File: config.mk
export PLATFORM = sky130hd
export DESIGN_NAME = button_repeat_adjust_map_lookup_top
export DESIGN_NICKNAME = d
export VERILOG_FILES = /design/src/hdl/brm_pkg.sv /design/src/hdl/brm_button.sv /design/src/hdl/brm_map.sv /design/src/hdl/button_repeat_adjust_map_lookup_top.sv
export SDC_FILE = /design/constraint.sdc
export NUM_CORES = 1
export LEC_CHECK = 0
export BUFFER_PORTS_ARGS = -buffer_cell sky130_fd_sc_hd__buf_2
export CAP_MARGIN = 5
export CELL_PAD_IN_SITES_DETAIL_PLACEMENT = 0
export CELL_PAD_IN_SITES_GLOBAL_PLACEMENT = 1
export CORE_MARGIN = 2
export CORE_UTILIZATION = 43
export CTS_BUF_LIST = sky130_fd_sc_hd__clkbuf_4 sky130_fd_sc_hd__clkbuf_8 sky130_fd_sc_hd__clkbuf_16
export DETAILED_ROUTE_END_ITERATION = 8
export PLACE_DENSITY_LB_ADDON = 0.25
export SETUP_SLACK_MARGIN = 0.02
export SLEW_MARGIN = 0
export SYNTH_ARGS = -nofsm -noshare
export SYNTH_HDL_FRONTEND = slang
export SYNTH_SLANG_ARGS = --single-unit
File: constraint.sdc
create_clock -name clk -period 11.6 [get_ports clk]
set_input_delay 0.58 -clock clk [delete_from_list [all_inputs] [get_ports clk]]
set_output_delay 0.58 -clock clk [all_outputs]
set_load 0.02 [all_outputs]
File: src/hdl/brm_pkg.sv
// ----------------------------------------------------------------------------
// brm_pkg
// Shared types and constants for the button repeat adjuster and map lookup.
// ----------------------------------------------------------------------------
`default_nettype none

package brm_pkg;

  localparam int MapRows  = 4;
  localparam int MapCols  = 10;
  localparam int RowSpan  = 10;

  typedef logic [11:0] value_t;
  typedef logic [8:0]  map_t;

  typedef enum logic [2:0] {
    REG_REPEAT_DELAY = 3'd0,
    REG_FAST_PERIOD  = 3'd1,
    REG_FAST_STEP    = 3'd2,
    REG_SPEED_MIN    = 3'd3,
    REG_SPEED_MAX    = 3'd4,
    REG_THROTTLE_MIN = 3'd5,
    REG_THROTTLE_MAX = 3'd6
  } cfg_reg_t;

  typedef struct packed {
    logic [31:0] repeat_delay;
    logic [31:0] fast_period;
    logic [11:0] fast_step;
  } repeat_cfg_t;

  // step size and hold period are shared by both buttons
  typedef struct packed {
    value_t      value;
    logic [11:0] step_size;
    logic [31:0] hold_period;
  } btn_shared_t;

  typedef struct packed {
    logic        held;
    logic [31:0] deadline;
  } btn_state_t;

  localparam map_t MAP_ROM [MapRows][MapCols] = '{
    '{9'd280, 9'd280, 9'd280, 9'd272, 9'd290, 9'd300, 9'd300, 9'd300, 9'd300, 9'd300},
    '{9'd280, 9'd280, 9'd280, 9'd312, 9'd332, 9'd342, 9'd342, 9'd342, 9'd282, 9'd282},
    '{9'd280, 9'd280, 9'd330, 9'd415, 9'd415, 9'd427, 9'd437, 9'd437, 9'd322, 9'd322},
    '{9'd287, 9'd300, 9'd322, 9'd357, 9'd370, 9'd370, 9'd437, 9'd460, 9'd322, 9'd322}
  };

  // lowest speed at which (418*r - 4*r*r)/1000, r = speed/100, reaches column k+1
  localparam value_t COL_SPEED_START [MapCols-1] = '{
    12'd300, 12'd600, 12'd800, 12'd1100, 12'd1400,
    12'd1800, 12'd2100, 12'd2600, 12'd3100
  };

endpackage

`default_nettype wire

File: src/hdl/brm_button.sv
// ----------------------------------------------------------------------------
// brm_button
// One button's press, release and auto-repeat handling for a single poll.
// ----------------------------------------------------------------------------
`default_nettype none

module brm_button (
  input  wire logic                 pressed,
  input  wire logic                 is_down,
  input  wire brm_pkg::value_t      lo,
  input  wire brm_pkg::value_t      hi,
  input  wire logic [31:0]          now,
  input  wire brm_pkg::repeat_cfg_t cfg,
  input  wire brm_pkg::btn_state_t  state_in,
  input  wire brm_pkg::btn_shared_t shared_in,
  output brm_pkg::btn_state_t       state_out,
  output brm_pkg::btn_shared_t      shared_out
);

  logic [12:0]     sum;
  brm_pkg::value_t diff;
  brm_pkg::value_t stepped;
  logic [31:0]     deadline_new;

  always_comb begin
    sum  = {1'b0, shared_in.value} + {1'b0, shared_in.step_size};
    diff = shared_in.value - shared_in.step_size;
    if (!is_down) begin
      if (sum > {1'b0, hi}) begin
        stepped = hi;
      end else begin
        stepped = sum[11:0];
      end
    end else begin
      if (shared_in.step_size > shared_in.value) begin
        stepped = lo;
      end else if (diff < lo || diff > hi) begin
        stepped = lo;
      end else begin
        stepped = diff;
      end
    end
  end

  always_comb begin
    state_out    = state_in;
    shared_out   = shared_in;
    deadline_new = state_in.deadline;
    // new press
    if (pressed && !state_in.held) begin
      deadline_new         = now + shared_in.hold_period;
      state_out.held       = 1'b1;
      state_out.deadline   = deadline_new;
      shared_out.value     = stepped;
      shared_out.step_size = 12'd1;
    end
    // release
    if (!pressed && state_in.held) begin
      state_out.held         = 1'b0;
      shared_out.hold_period = cfg.repeat_delay;
    end
    // held past deadline
    if (pressed && now > deadline_new) begin
      state_out.held         = 1'b0;
      shared_out.step_size   = cfg.fast_step;
      shared_out.hold_period = cfg.fast_period;
    end
  end

endmodule

`default_nettype wire

File: src/hdl/brm_map.sv
// ----------------------------------------------------------------------------
// brm_map
// Map lookup: throttle picks the row, a speed band picks the column.
// ----------------------------------------------------------------------------
`default_nettype none

module brm_map (
  input  wire brm_pkg::value_t speed,
  input  wire logic [5:0]      throttle,
  output brm_pkg::map_t        map_value
);

  logic [1:0] row;
  logic [3:0] col;

  always_comb begin
    priority if (throttle >= 6'(3 * brm_pkg::RowSpan)) begin
      row = 2'd3;
    end else if (throttle >= 6'(2 * brm_pkg::RowSpan)) begin
      row = 2'd2;
    end else if (throttle >= 6'(brm_pkg::RowSpan)) begin
      row = 2'd1;
    end else begin
      row = 2'd0;
    end
  end

  // thresholds rise, so the last one passed wins; saturates at the last column
  always_comb begin
    col = 4'd0;
    for (int k = 0; k < brm_pkg::MapCols - 1; k++) begin
      if (speed >= brm_pkg::COL_SPEED_START[k]) begin
        col = 4'(k + 1);
      end
    end
  end

  assign map_value = brm_pkg::MAP_ROM[row][col];

endmodule

`default_nettype wire

File: src/hdl/button_repeat_adjust_map_lookup_top.sv
// ----------------------------------------------------------------------------
// button_repeat_adjust_map_lookup_top
// Two-button speed/throttle adjuster with auto-repeat and map table lookup.
// ----------------------------------------------------------------------------
// One item is taken every clock cycle unless stalled. The button logic, clamps
// and map lookup run in a single pass between the input ports and the result
// register, so the result of an item appears in the cycle after it is accepted
// and the adjusted values are updated at that same edge. in_stall rises only
// while a result is waiting in the result register and out_stall holds it there.
// The register port never stalls; write it only while no item is in flight.
`default_nettype none

module button_repeat_adjust_map_lookup_top (
  input  wire logic        clk,
  input  wire logic        rst,
  input  wire logic        cfg_valid,
  output logic             cfg_ready,
  input  wire logic [2:0]  cfg_index,
  input  wire logic [31:0] cfg_data,
  input  wire logic        in_valid,
  output logic             in_stall,
  input  wire logic        up_pressed,
  input  wire logic        down_pressed,
  input  wire logic        edit_speed,
  input  wire logic [31:0] now,
  output logic             out_valid,
  input  wire logic        out_stall,
  output logic [11:0]      speed_value,
  output logic [5:0]       throttle_value,
  output logic [8:0]       map_value
);

  brm_pkg::repeat_cfg_t rcfg;
  brm_pkg::value_t      speed_min;
  brm_pkg::value_t      speed_max;
  logic [5:0]           throttle_min;
  logic [5:0]           throttle_max;

  brm_pkg::value_t      speed;
  logic [5:0]           throttle;
  brm_pkg::btn_shared_t shared;
  brm_pkg::btn_state_t  up_state;
  brm_pkg::btn_state_t  down_state;

  brm_pkg::btn_shared_t shared_start;
  brm_pkg::btn_shared_t shared_mid;
  brm_pkg::btn_shared_t shared_next;
  brm_pkg::btn_state_t  up_state_next;
  brm_pkg::btn_state_t  down_state_next;
  brm_pkg::value_t      lo;
  brm_pkg::value_t      hi;
  brm_pkg::value_t      speed_next;
  logic [5:0]           throttle_next;
  brm_pkg::map_t        map_next;
  logic                 accept;

  assign cfg_ready = 1'b1;
  assign in_stall  = out_valid && out_stall;
  assign accept    = in_valid && !in_stall;

  always_ff @(posedge clk) begin
    if (rst) begin
      rcfg.repeat_delay <= 32'd10000;
      rcfg.fast_period  <= 32'd100;
      rcfg.fast_step    <= 12'd100;
      speed_min         <= 12'd500;
      speed_max         <= 12'd4000;
      throttle_min      <= 6'd0;
      throttle_max      <= 6'd30;
    end else if (cfg_valid && cfg_ready) begin
      unique case (cfg_index)
        brm_pkg::REG_REPEAT_DELAY: rcfg.repeat_delay <= cfg_data;
        brm_pkg::REG_FAST_PERIOD:  rcfg.fast_period  <= cfg_data;
        brm_pkg::REG_FAST_STEP:    rcfg.fast_step    <= cfg_data[11:0];
        brm_pkg::REG_SPEED_MIN:    speed_min         <= cfg_data[11:0];
        brm_pkg::REG_SPEED_MAX:    speed_max         <= cfg_data[11:0];
        brm_pkg::REG_THROTTLE_MIN: throttle_min      <= cfg_data[5:0];
        brm_pkg::REG_THROTTLE_MAX: throttle_max      <= cfg_data[5:0];
        default: ;
      endcase
    end
  end

  always_comb begin
    shared_start             = shared;
    shared_start.value       = edit_speed ? speed : {6'd0, throttle};
    lo                       = edit_speed ? speed_min : {6'd0, throttle_min};
    hi                       = edit_speed ? speed_max : {6'd0, throttle_max};
  end

  brm_button u_up (
    .pressed    (up_pressed),
    .is_down    (1'b0),
    .lo         (lo),
    .hi         (hi),
    .now        (now),
    .cfg        (rcfg),
    .state_in   (up_state),
    .shared_in  (shared_start),
    .state_out  (up_state_next),
    .shared_out (shared_mid)
  );

  brm_button u_down (
    .pressed    (down_pressed),
    .is_down    (1'b1),
    .lo         (lo),
    .hi         (hi),
    .now        (now),
    .cfg        (rcfg),
    .state_in   (down_state),
    .shared_in  (shared_mid),
    .state_out  (down_state_next),
    .shared_out (shared_next)
  );

  assign speed_next    = edit_speed ? shared_next.value : speed;
  assign throttle_next = edit_speed ? throttle : shared_next.value[5:0];

  brm_map u_map (
    .speed     (speed_next),
    .throttle  (throttle_next),
    .map_value (map_next)
  );

  always_ff @(posedge clk) begin
    if (rst) begin
      speed              <= 12'd500;
      throttle           <= 6'd0;
      shared.value       <= 12'd0;
      shared.step_size   <= 12'd1;
      shared.hold_period <= 32'd10000;
      up_state.held      <= 1'b1;
      up_state.deadline  <= 32'd0;
      down_state.held    <= 1'b0;
      down_state.deadline <= 32'd0;
    end else if (accept) begin
      speed              <= speed_next;
      throttle           <= throttle_next;
      shared.value       <= 12'd0;
      shared.step_size   <= shared_next.step_size;
      shared.hold_period <= shared_next.hold_period;
      up_state           <= up_state_next;
      down_state         <= down_state_next;
    end
  end

  always_ff @(posedge clk) begin
    if (rst) begin
      out_valid <= 1'b0;
    end else if (accept) begin
      out_valid <= 1'b1;
    end else if (!out_stall) begin
      out_valid <= 1'b0;
    end
  end

  always_ff @(posedge clk) begin
    if (accept) begin
      speed_value    <= speed_next;
      throttle_value <= throttle_next;
      map_value      <= map_next;
    end
  end

  // an accepted item always leaves a result behind
  assert property (@(posedge clk) disable iff (rst) accept |=> out_valid)
    else $error("accepted item left no result");

  // result register tracks the stored settings
  assert property (@(posedge clk) disable iff (rst)
    out_valid |-> (speed_value == speed && throttle_value == throttle))
    else $error("result does not match stored settings");

  // every map entry lies in the table's range
  assert property (@(posedge clk) disable iff (rst)
    out_valid |-> (map_value >= 9'd272 && map_value <= 9'd460))
    else $error("map value outside table range");

  // settings only move when an item is taken
  assert property (@(posedge clk) disable iff (rst)
    !accept |=> ($stable(speed) && $stable(throttle)))
    else $error("settings changed without an item");

endmodule

`default_nettype wire
# Word-level counts from Yosys, hierarchy flattened
# Index checks and enable logic that the tools add are counted.
classes:
  add_sub_neg: 4
  order_cmp: 20
  eq_ne: 7
  muxes: 42
  bitwise_logic: 2
  reduce_logical: 28
op_table:
  columns: ["cell", "count"]
  rows:
  - ["binary-select mux 90 bit (select 2 bit)", 1]
  - ["two-way mux 90 bit", 2]
  - ["two-way mux 32 bit", 4]
  - ["two-way mux 44 bit", 2]
  - ["two-way mux 12 bit", 7]
  - ["two-way mux 33 bit", 2]
  - ["adder 32 bit", 2]
  - ["> comparator 32 bit", 2]
  - ["two-way mux 24 bit", 2]
  - ["binary-select mux 9 bit (select 4 bit)", 1]
  - ["greater-or-equal comparator 12 x 11 -> 1 bit (second input constant)", 3]
  - ["greater-or-equal comparator 12 bit (second input constant)", 3]
  - ["greater-or-equal comparator 12 x 10 -> 1 bit (second input constant)", 2]
  - ["> comparator 12 bit", 2]
  - ["AND reduction 2 bit", 11]
  - ["two-way mux 9 bit", 2]
  - ["adder 12 x 12 -> 13 bit", 1]
  - ["> comparator 13 x 12 -> 1 bit", 1]
  - ["greater-or-equal comparator 12 x 9 -> 1 bit (second input constant)", 1]
  - ["greater-or-equal comparator 6 x 5 -> 1 bit (second input constant)", 2]
  - ["< comparator 12 bit", 1]
  - ["two-way mux 3 bit", 4]
  - ["subtractor 12 bit", 1]
  - ["== test 3 bit (second input constant)", 3]
  - ["17 further kinds", 41]
word_totals:
  reg_bits: 268
  inputBits: 75
  out_inout_bits: 30
  word_cells: 122

# Logic depth before layout (Yosys ltp)
depth:
  word_depth: 27
  depth_mapped: 53
  depth_no_buf: 51

# By module
# Synthesis repeated with hierarchy kept, for this count alone.
hier_totals:
  hier_cells: 2841
  area_unflattened_um2: 22885.7
by_module_without_submodules:
  columns: ["module", "instances", "cells_per_inst", "area_per_inst_um2", "seq_area_each_um2"]
  rows:
  - ["button_repeat_adjust_map_lookup_top", 1, 1079, 9663.0, 5635.4]
  - ["brm_button (u_up)", 1, 826, 6248.5, 0.0]
  - ["brm_button (u_down)", 1, 819, 6167.2, 0.0]
  - ["brm_map", 1, 117, 807.0, 0.0]

# Worst setup path before layout
# OpenSTA, ideal clock, no wires.
synth_path:
  kind: "input-to-reg"
  startpoint: "input now[0]"
  endpoint: "register map_value[6], data pin"
  setup_time_ns: 0.255
  t_arrival_ns: 10.696
  required_ns: 11.345
  path_slack_ns: 0.649
  stages: 49
  n_path_buf: 2
  cell_sequence: "ha_1 > inv_1 > fa_1 > nor2b_1 > o21ai_0 > a21boi_0 > o21ai_0 > a211oi_1 > o21ai_0 > a311o_1 > nand3_1 > o211ai_1 > o21a_1 > o21ai_0 > xor2_1 > mux2i_1 > ha_1 > nand4_1 > [... 13 more ...] > a311oi_1 > o2bb2ai_1 > xnor2_1 > ha_1 > a21oi_1 > o21ai_0 > o31ai_1 > nand3_1 > mux2i_1 > mux2_2 > mux2_2 > maj3_1 > a221oi_2 > inv_1 > ha_1 > a21oi_1 > o21ai_0 > and3_1"
synth_via:
  word_cells_on_any_way: 47
  cone_classes: "2 x add/sub; 16 x order compare; 25 x mux; 2 x bitwise; 2 x reduce/logical"
synth_rtl:
  columns: ["element", "line", "rtl"]
  rows:
  - ["from (decl)", "button_repeat_adjust_map_lookup_top.sv:25", "input wire logic [31:0] now,"]
  - ["adder 32 bit", "brm_button.sv:51", "deadline_new = now + shared_in.hold_period;"]
  - ["two-way mux 32 bit", "brm_button.sv:50", "if (pressed && !state_in.held) begin"]
  - ["> comparator 32 bit *", "brm_button.sv:63", "if (pressed && now > deadline_new) begin"]
  - ["logical AND 1 bit *", "brm_button.sv:63", null]
  - ["two-way mux 44 bit *", "brm_button.sv:63", null]
  - ["subtractor 12 bit", "brm_button.sv:27", "diff = shared_in.value - shared_in.step_size;"]
  - ["< comparator 12 bit / > comparator 12 bit (equally long branches)", "brm_button.sv:37", "end else if (diff < lo || diff > hi) begin"]
  - ["logical OR 1 bit", "brm_button.sv:37", null]
  - ["[... 4 more ...]", null, null]
  - ["via throttle_next[1]", "button_repeat_adjust_map_lookup_top.sv:53", "logic [5:0] throttle_next;"]
  - ["[... 2 more ...]", null, null]
  - ["two-way mux 2 bit", "brm_map.sv:19", "end else if (throttle >= 6'(2 * brm_pkg::RowSpan)) begin"]
  - ["two-way mux 2 bit *", "brm_map.sv:17", "priority if (throttle >= 6'(3 * brm_pkg::RowSpan)) begin"]
  - ["inverter 2 -> 3 bit (implied by the code) *", "brm_map.sv:38", "assign map_value = brm_pkg::MAP_ROM[row][col];"]
  - ["binary-select mux 90 bit (select 2 bit) *", "brm_map.sv:38", null]
  - ["two-way mux 90 bit (implied by the code) * (2 in series)", "brm_map.sv:38", null]
  - ["binary-select mux 9 bit (select 4 bit) *", "brm_map.sv:38", null]
  - ["two-way mux 9 bit (implied by the code) * (2 in series)", "brm_map.sv:38", null]
  - ["via map_next[6]", "button_repeat_adjust_map_lookup_top.sv:54", "brm_pkg::map_t map_next;"]
  - ["to (signal assigned)", "button_repeat_adjust_map_lookup_top.sv:162", "map_value <= map_next;"]
  - ["to (decl)", "button_repeat_adjust_map_lookup_top.sv:30", "output logic [8:0] map_value"]
# Mark *: on every way through the listed nets, which the timed path passes. The rest lies on a longest branch. The select of a mux whose other input is x is not followed.
# A chain may end at the register's enable or synchronous reset.

# Final worst setup path
layout_path:
  startpoint: "register shared[0] (netlist name)"
  endpoint: "register map_value[1], data pin"
layout_via:
  elab_chain_cells: 26
  word_cells_on_any_way: 47
  cone_classes: "2 x add/sub; 16 x order compare; 25 x mux; 2 x bitwise; 2 x reduce/logical"
layout_rtl:
  columns: ["element", "line", "rtl"]
  rows:
  - ["from (decl)", "button_repeat_adjust_map_lookup_top.sv:41", "brm_pkg::btn_shared_t shared;"]
  - ["adder 32 bit *", "brm_button.sv:51", null]
  - ["two-way mux 32 bit *", "brm_button.sv:50", null]
  - ["> comparator 32 bit *", "brm_button.sv:63", null]
  - ["logical AND 1 bit *", "brm_button.sv:63", null]
  - ["two-way mux 44 bit *", "brm_button.sv:63", null]
  - ["subtractor 12 bit", "brm_button.sv:27", null]
  - ["< comparator 12 bit / > comparator 12 bit (equally long branches)", "brm_button.sv:37", null]
  - ["logical OR 1 bit", "brm_button.sv:37", null]
  - ["[... 4 more ...]", null, null]
  - ["via speed_next[7]", "button_repeat_adjust_map_lookup_top.sv:52", "brm_pkg::value_t speed_next;"]
  - ["[... 2 more ...]", null, null]
  - ["two-way mux 2 bit (2 in series)", "brm_map.sv:32", "if (speed >= brm_pkg::COL_SPEED_START[k]) begin"]
  - ["two-way mux 3 bit (4 in series)", "brm_map.sv:32", null]
  - ["two-way mux 4 bit", "brm_map.sv:32", null]
  - ["two-way mux 4 bit *", "brm_map.sv:32", null]
  - ["inverter 4 -> 5 bit (implied by the code) *", "brm_map.sv:38", null]
  - ["binary-select mux 9 bit (select 4 bit) *", "brm_map.sv:38", null]
  - ["two-way mux 9 bit (implied by the code) * (2 in series)", "brm_map.sv:38", null]
  - ["via map_next[1]", "button_repeat_adjust_map_lookup_top.sv:54", null]
# Marked as above.

==> parameters.txt <==
Parameter                              Value

Outcome
  Run status    complete, no violations

Routing
  Post-route antenna net violation count    0
  Via density per instance    5.62
  Detailed Route Iter0 Violations    1057
  Mean routed wirelength per cell    19.9 um
  Number of detailed-route iterations in the first pass    6
  Final routed wirelength across all metal layers    64.0 mm
  Total DRC errors in the routed layout    0
  Via Count    18100

Cells and area
  Number of nets in the final layout    2879
  Proportion of layout cells with a drive suffix above 1    0.145
  Final Util    0.509
  P&R area growth vs syn    16.5%

GRT
  Wire length of the first global-routing pass    100 mm
  Gr ovfl total    0
  Number of global-route vias before repair    17700
  Antenna violations before repair    2
  Global router's overall resource usage    0.271
  Maximum number of pins on one net before global-route repair    106

Job
  Maxcap violations    0

Floorplanning
  Effective utilization at floorplan    0.437
  Overall die width    216 um
  Rows    77
  Die H    216 um
  Number of top-level pins    105
  Core Area    44300 um2
  Die Footprint    46700 um2

Logic synthesis
  Synthesized netlist cell count    2449
  Avg Inst Size Synth    7.90 um2
  Portion of synthesized cell area occupied by the leading cell type    0.249
  Yosys warnings    0
  Top post-synthesis cells by area    sky130_fd_sc_hd__dfxtp_1, sky130_fd_sc_hd__ha_1, sky130_fd_sc_hd__nand2_1
  Post-synth EDFFs    27
  Fraction of registers with async set or reset after synthesis    0
  Number of synthesized register bits    268
  Most repeated cell in the gate-level netlist after synthesis    sky130_fd_sc_hd__nand2_1
  Sequential cell area fraction in the yosys report    0.291
  Biggest area consumer among synthesized cells    sky130_fd_sc_hd__dfxtp_1
  Post-Syn Area    19400 um2
  Ys flop type    sky130_fd_sc_hd__dfxtp_1
  Synth cell count leaders    sky130_fd_sc_hd__nand2_1, sky130_fd_sc_hd__a21oi_1, sky130_fd_sc_hd__dfxtp_1, sky130_fd_sc_hd__nor2_1, sky130_fd_sc_hd__ha_1
  Number of unique standard cell types used by synthesis    94

STA
  Time the worst path needs with I/O delays and setup    10.88 ns
  Unrepaired setup endpoints after global routing    false
  Max Slew Vio Count    0
  PnR worst setup slack    0.716 ns
  Total negative setup slack    0 ns
  Headroom to the max-slew limit    0.185
  Share of the clock period used by the worst path after layout    0.938
  Endpoints failing hold    0
  FMAX    91.9 MHz
  Final setup violation count    0
  Final-layout worst hold slack    0.274 ns
  Worst Clk Skew    0.0190 ns
  Actual transition at the worst max-transition pin    1.22 ns

Clock network
  CTS clock-pin slew for the worst setup and hold paths    0.06 ns
  Clock tree from TritonCTS    built
  Clock root buffer    sky130_fd_sc_hd__clkbuf_16
  Clock sink count    268
  Buffers from clock root to sink, at most    3
  Number of buffers created by CTS    35
  H-tree levels    2
  Clock Latency Late Sink    0.55 ns

Critical path
  Required time of the critical path    11.97 ns
  WS Path Type    flop to flop
  CP max-delay cell    sky130_fd_sc_hd__or3_1
  Largest stage delay, worst path    0.43 ns
  Arrival @ worst endpoint    11.25 ns
  Largest driver fanout on the critical path    10
  Cell depth of the worst flop-to-flop path    51
  Crit path launch    shared[0]
  Nature of the critical path endpoint    flop
  Most frequent cell on the critical path    sky130_fd_sc_hd__buf_4
  Startpoint class of the critical path    flop
  Launch instance of the worst register-to-register path    shared[0]

Hold path
  Kind of path behind the tightest hold check    primary input to flop
  Startpoint of the tightest hold check path    cfg_data[16]
  Hold path depth    3

Place
  Last weighted congestion value of the routability-driven placer    0.949
  I/O Buffers    103
  Pre-CTS setup slack    -0.0208 ns
  HPWL after detailed placement    47.4 mm

Pwr
  Total power consumption of the routed design    0.00381 W
  Peak supply drop    0.000109 V
  LEAKAGE    9.58 nW
  Power density over the cells    169 nW/um2
==> sequential cells by signal, summed over array words and instances, names as in the netlist <==
signal,count
down_state,33
map_value,9
out_valid,1
rcfg,76
shared,44
speed,12
speed_max,12
speed_min,12
speed_value,12
throttle,6
throttle_max,6
throttle_min,6
throttle_value,6
up_state,33
==> worst paths after layout <==
check | endpoint | slack (ns)
hold / removal | rcfg[28] | 0.27
hold reg to reg | down_state[5] | 0.45
setup reg to reg | map_value[1] | 0.72
setup / recovery | map_value[1] | 0.72
==> critical path, delay by kind of cell (launching register included) <==
kind,cells,cell delay (ns)
and+or+nand+nor,9,1.96
DFF,1,0.37
xor gates and xnor gates,1,0.20
AOI/OAI and AO/OA,25,5.01
buffers and inverters,8,1.20
adders and majority gates,5,1.43
muxes,3,0.55
==> power breakdown <==
part	internal, W	switching (W)	leakage [nW]	total [W]
Clock	0.000682	0.000439	0.587	0.00112
Sequential	0.00101	0.0000483	2.23	0.00106
Combinational	0.000702	0.000927	6.77	0.00163
==> placed cells by master, fill, tap and decap left out, types with 6 or more instances in the layout <==
master,instances
sky130_fd_sc_hd__nor2b_1,22
sky130_fd_sc_hd__and2_1,17
sky130_fd_sc_hd__mux2_2,11
sky130_fd_sc_hd__o31ai_1,11
sky130_fd_sc_hd__edfxtp_1,27
sky130_fd_sc_hd__inv_1,56
sky130_fd_sc_hd__clkbuf_8,9
sky130_fd_sc_hd__clkbuf_16,36
sky130_fd_sc_hd__or2_2,11
sky130_fd_sc_hd__and3_1,10
sky130_fd_sc_hd__o21ai_1,9
sky130_fd_sc_hd__buf_2,102
sky130_fd_sc_hd__xnor2_1,55
sky130_fd_sc_hd__nor3_1,22
sky130_fd_sc_hd__a21boi_0,6
sky130_fd_sc_hd__o21ai_0,64
sky130_fd_sc_hd__nand4_1,25
sky130_fd_sc_hd__nand3_1,55
sky130_fd_sc_hd__ha_1,190
sky130_fd_sc_hd__a31oi_1,22
sky130_fd_sc_hd__nand2b_1,14
sky130_fd_sc_hd__nor2_1,214
sky130_fd_sc_hd__o21bai_1,8
sky130_fd_sc_hd__xor2_1,21
sky130_fd_sc_hd__a211o_1,33
sky130_fd_sc_hd__o21a_1,27
sky130_fd_sc_hd__o211ai_1,13
sky130_fd_sc_hd__a21oi_1,300
sky130_fd_sc_hd__dfxtp_1,240
sky130_fd_sc_hd__a21o_1,44
sky130_fd_sc_hd__a211oi_1,42
sky130_fd_sc_hd__buf_4,137
sky130_fd_sc_hd__nand2_1,455
sky130_fd_sc_hd__mux2i_1,161
==> final cells by class <==
cell class / count / area, um2
fill: 4352 / 21800
clock inverter: 11 / 129
antenna: 1 / 2.50
sequential: 268 / 5640
inverter: 62 / 233
timing repair buffer: 243 / 1600
multi-input combinational: 1995 / 13100
tap: 592 / 741
clock buffer: 49 / 1050
==> stage by stage <==
stage	std cells	instance area, um2
after floorplan	2450	19400
after global placement	3154	21200
after detailed placement	3154	21200
after CTS	3214	22400
after global routing	3221	22500
final	3221	22500
==> cell families (layout without fill, tap and decap cells) <==
kind of cell / after synthesis / count (layout) / share of synthesized area
multiplexers: 174 / 174 / 0.0914
adder cells (fa/ha/maj): 200 / 200 / 0.131
other: 1 / 3 / 0.000194
AND/OR/NAND/NOR: 886 / 886 / 0.198
flip-flops: 268 / 268 / 0.291
buffers and inverters: 187 / 365 / 0.0371
AO/OA/AOI/OAI: 657 / 657 / 0.217
XOR/XNOR: 76 / 76 / 0.0344
==> timing repair <==
item                       4_1_cts  5_1_grt
buffers inserted                 0        6
hold buffers                     0        0
resized for setup                0       28
setup endpoints to repair        0       53
==> routing by layer <==
metal / up-vias / GRT usage / part of all wire
met5: - / 0 / 0
met4: 0 / 0.108 / 0.039
met3: 127 / 0.0314 / 0.045
met2: 429 / 0.460 / 0.47
met1: 8494 / 0.351 / 0.45
li1: 9039 / - / -
Power figures use the tool's default switching activity.
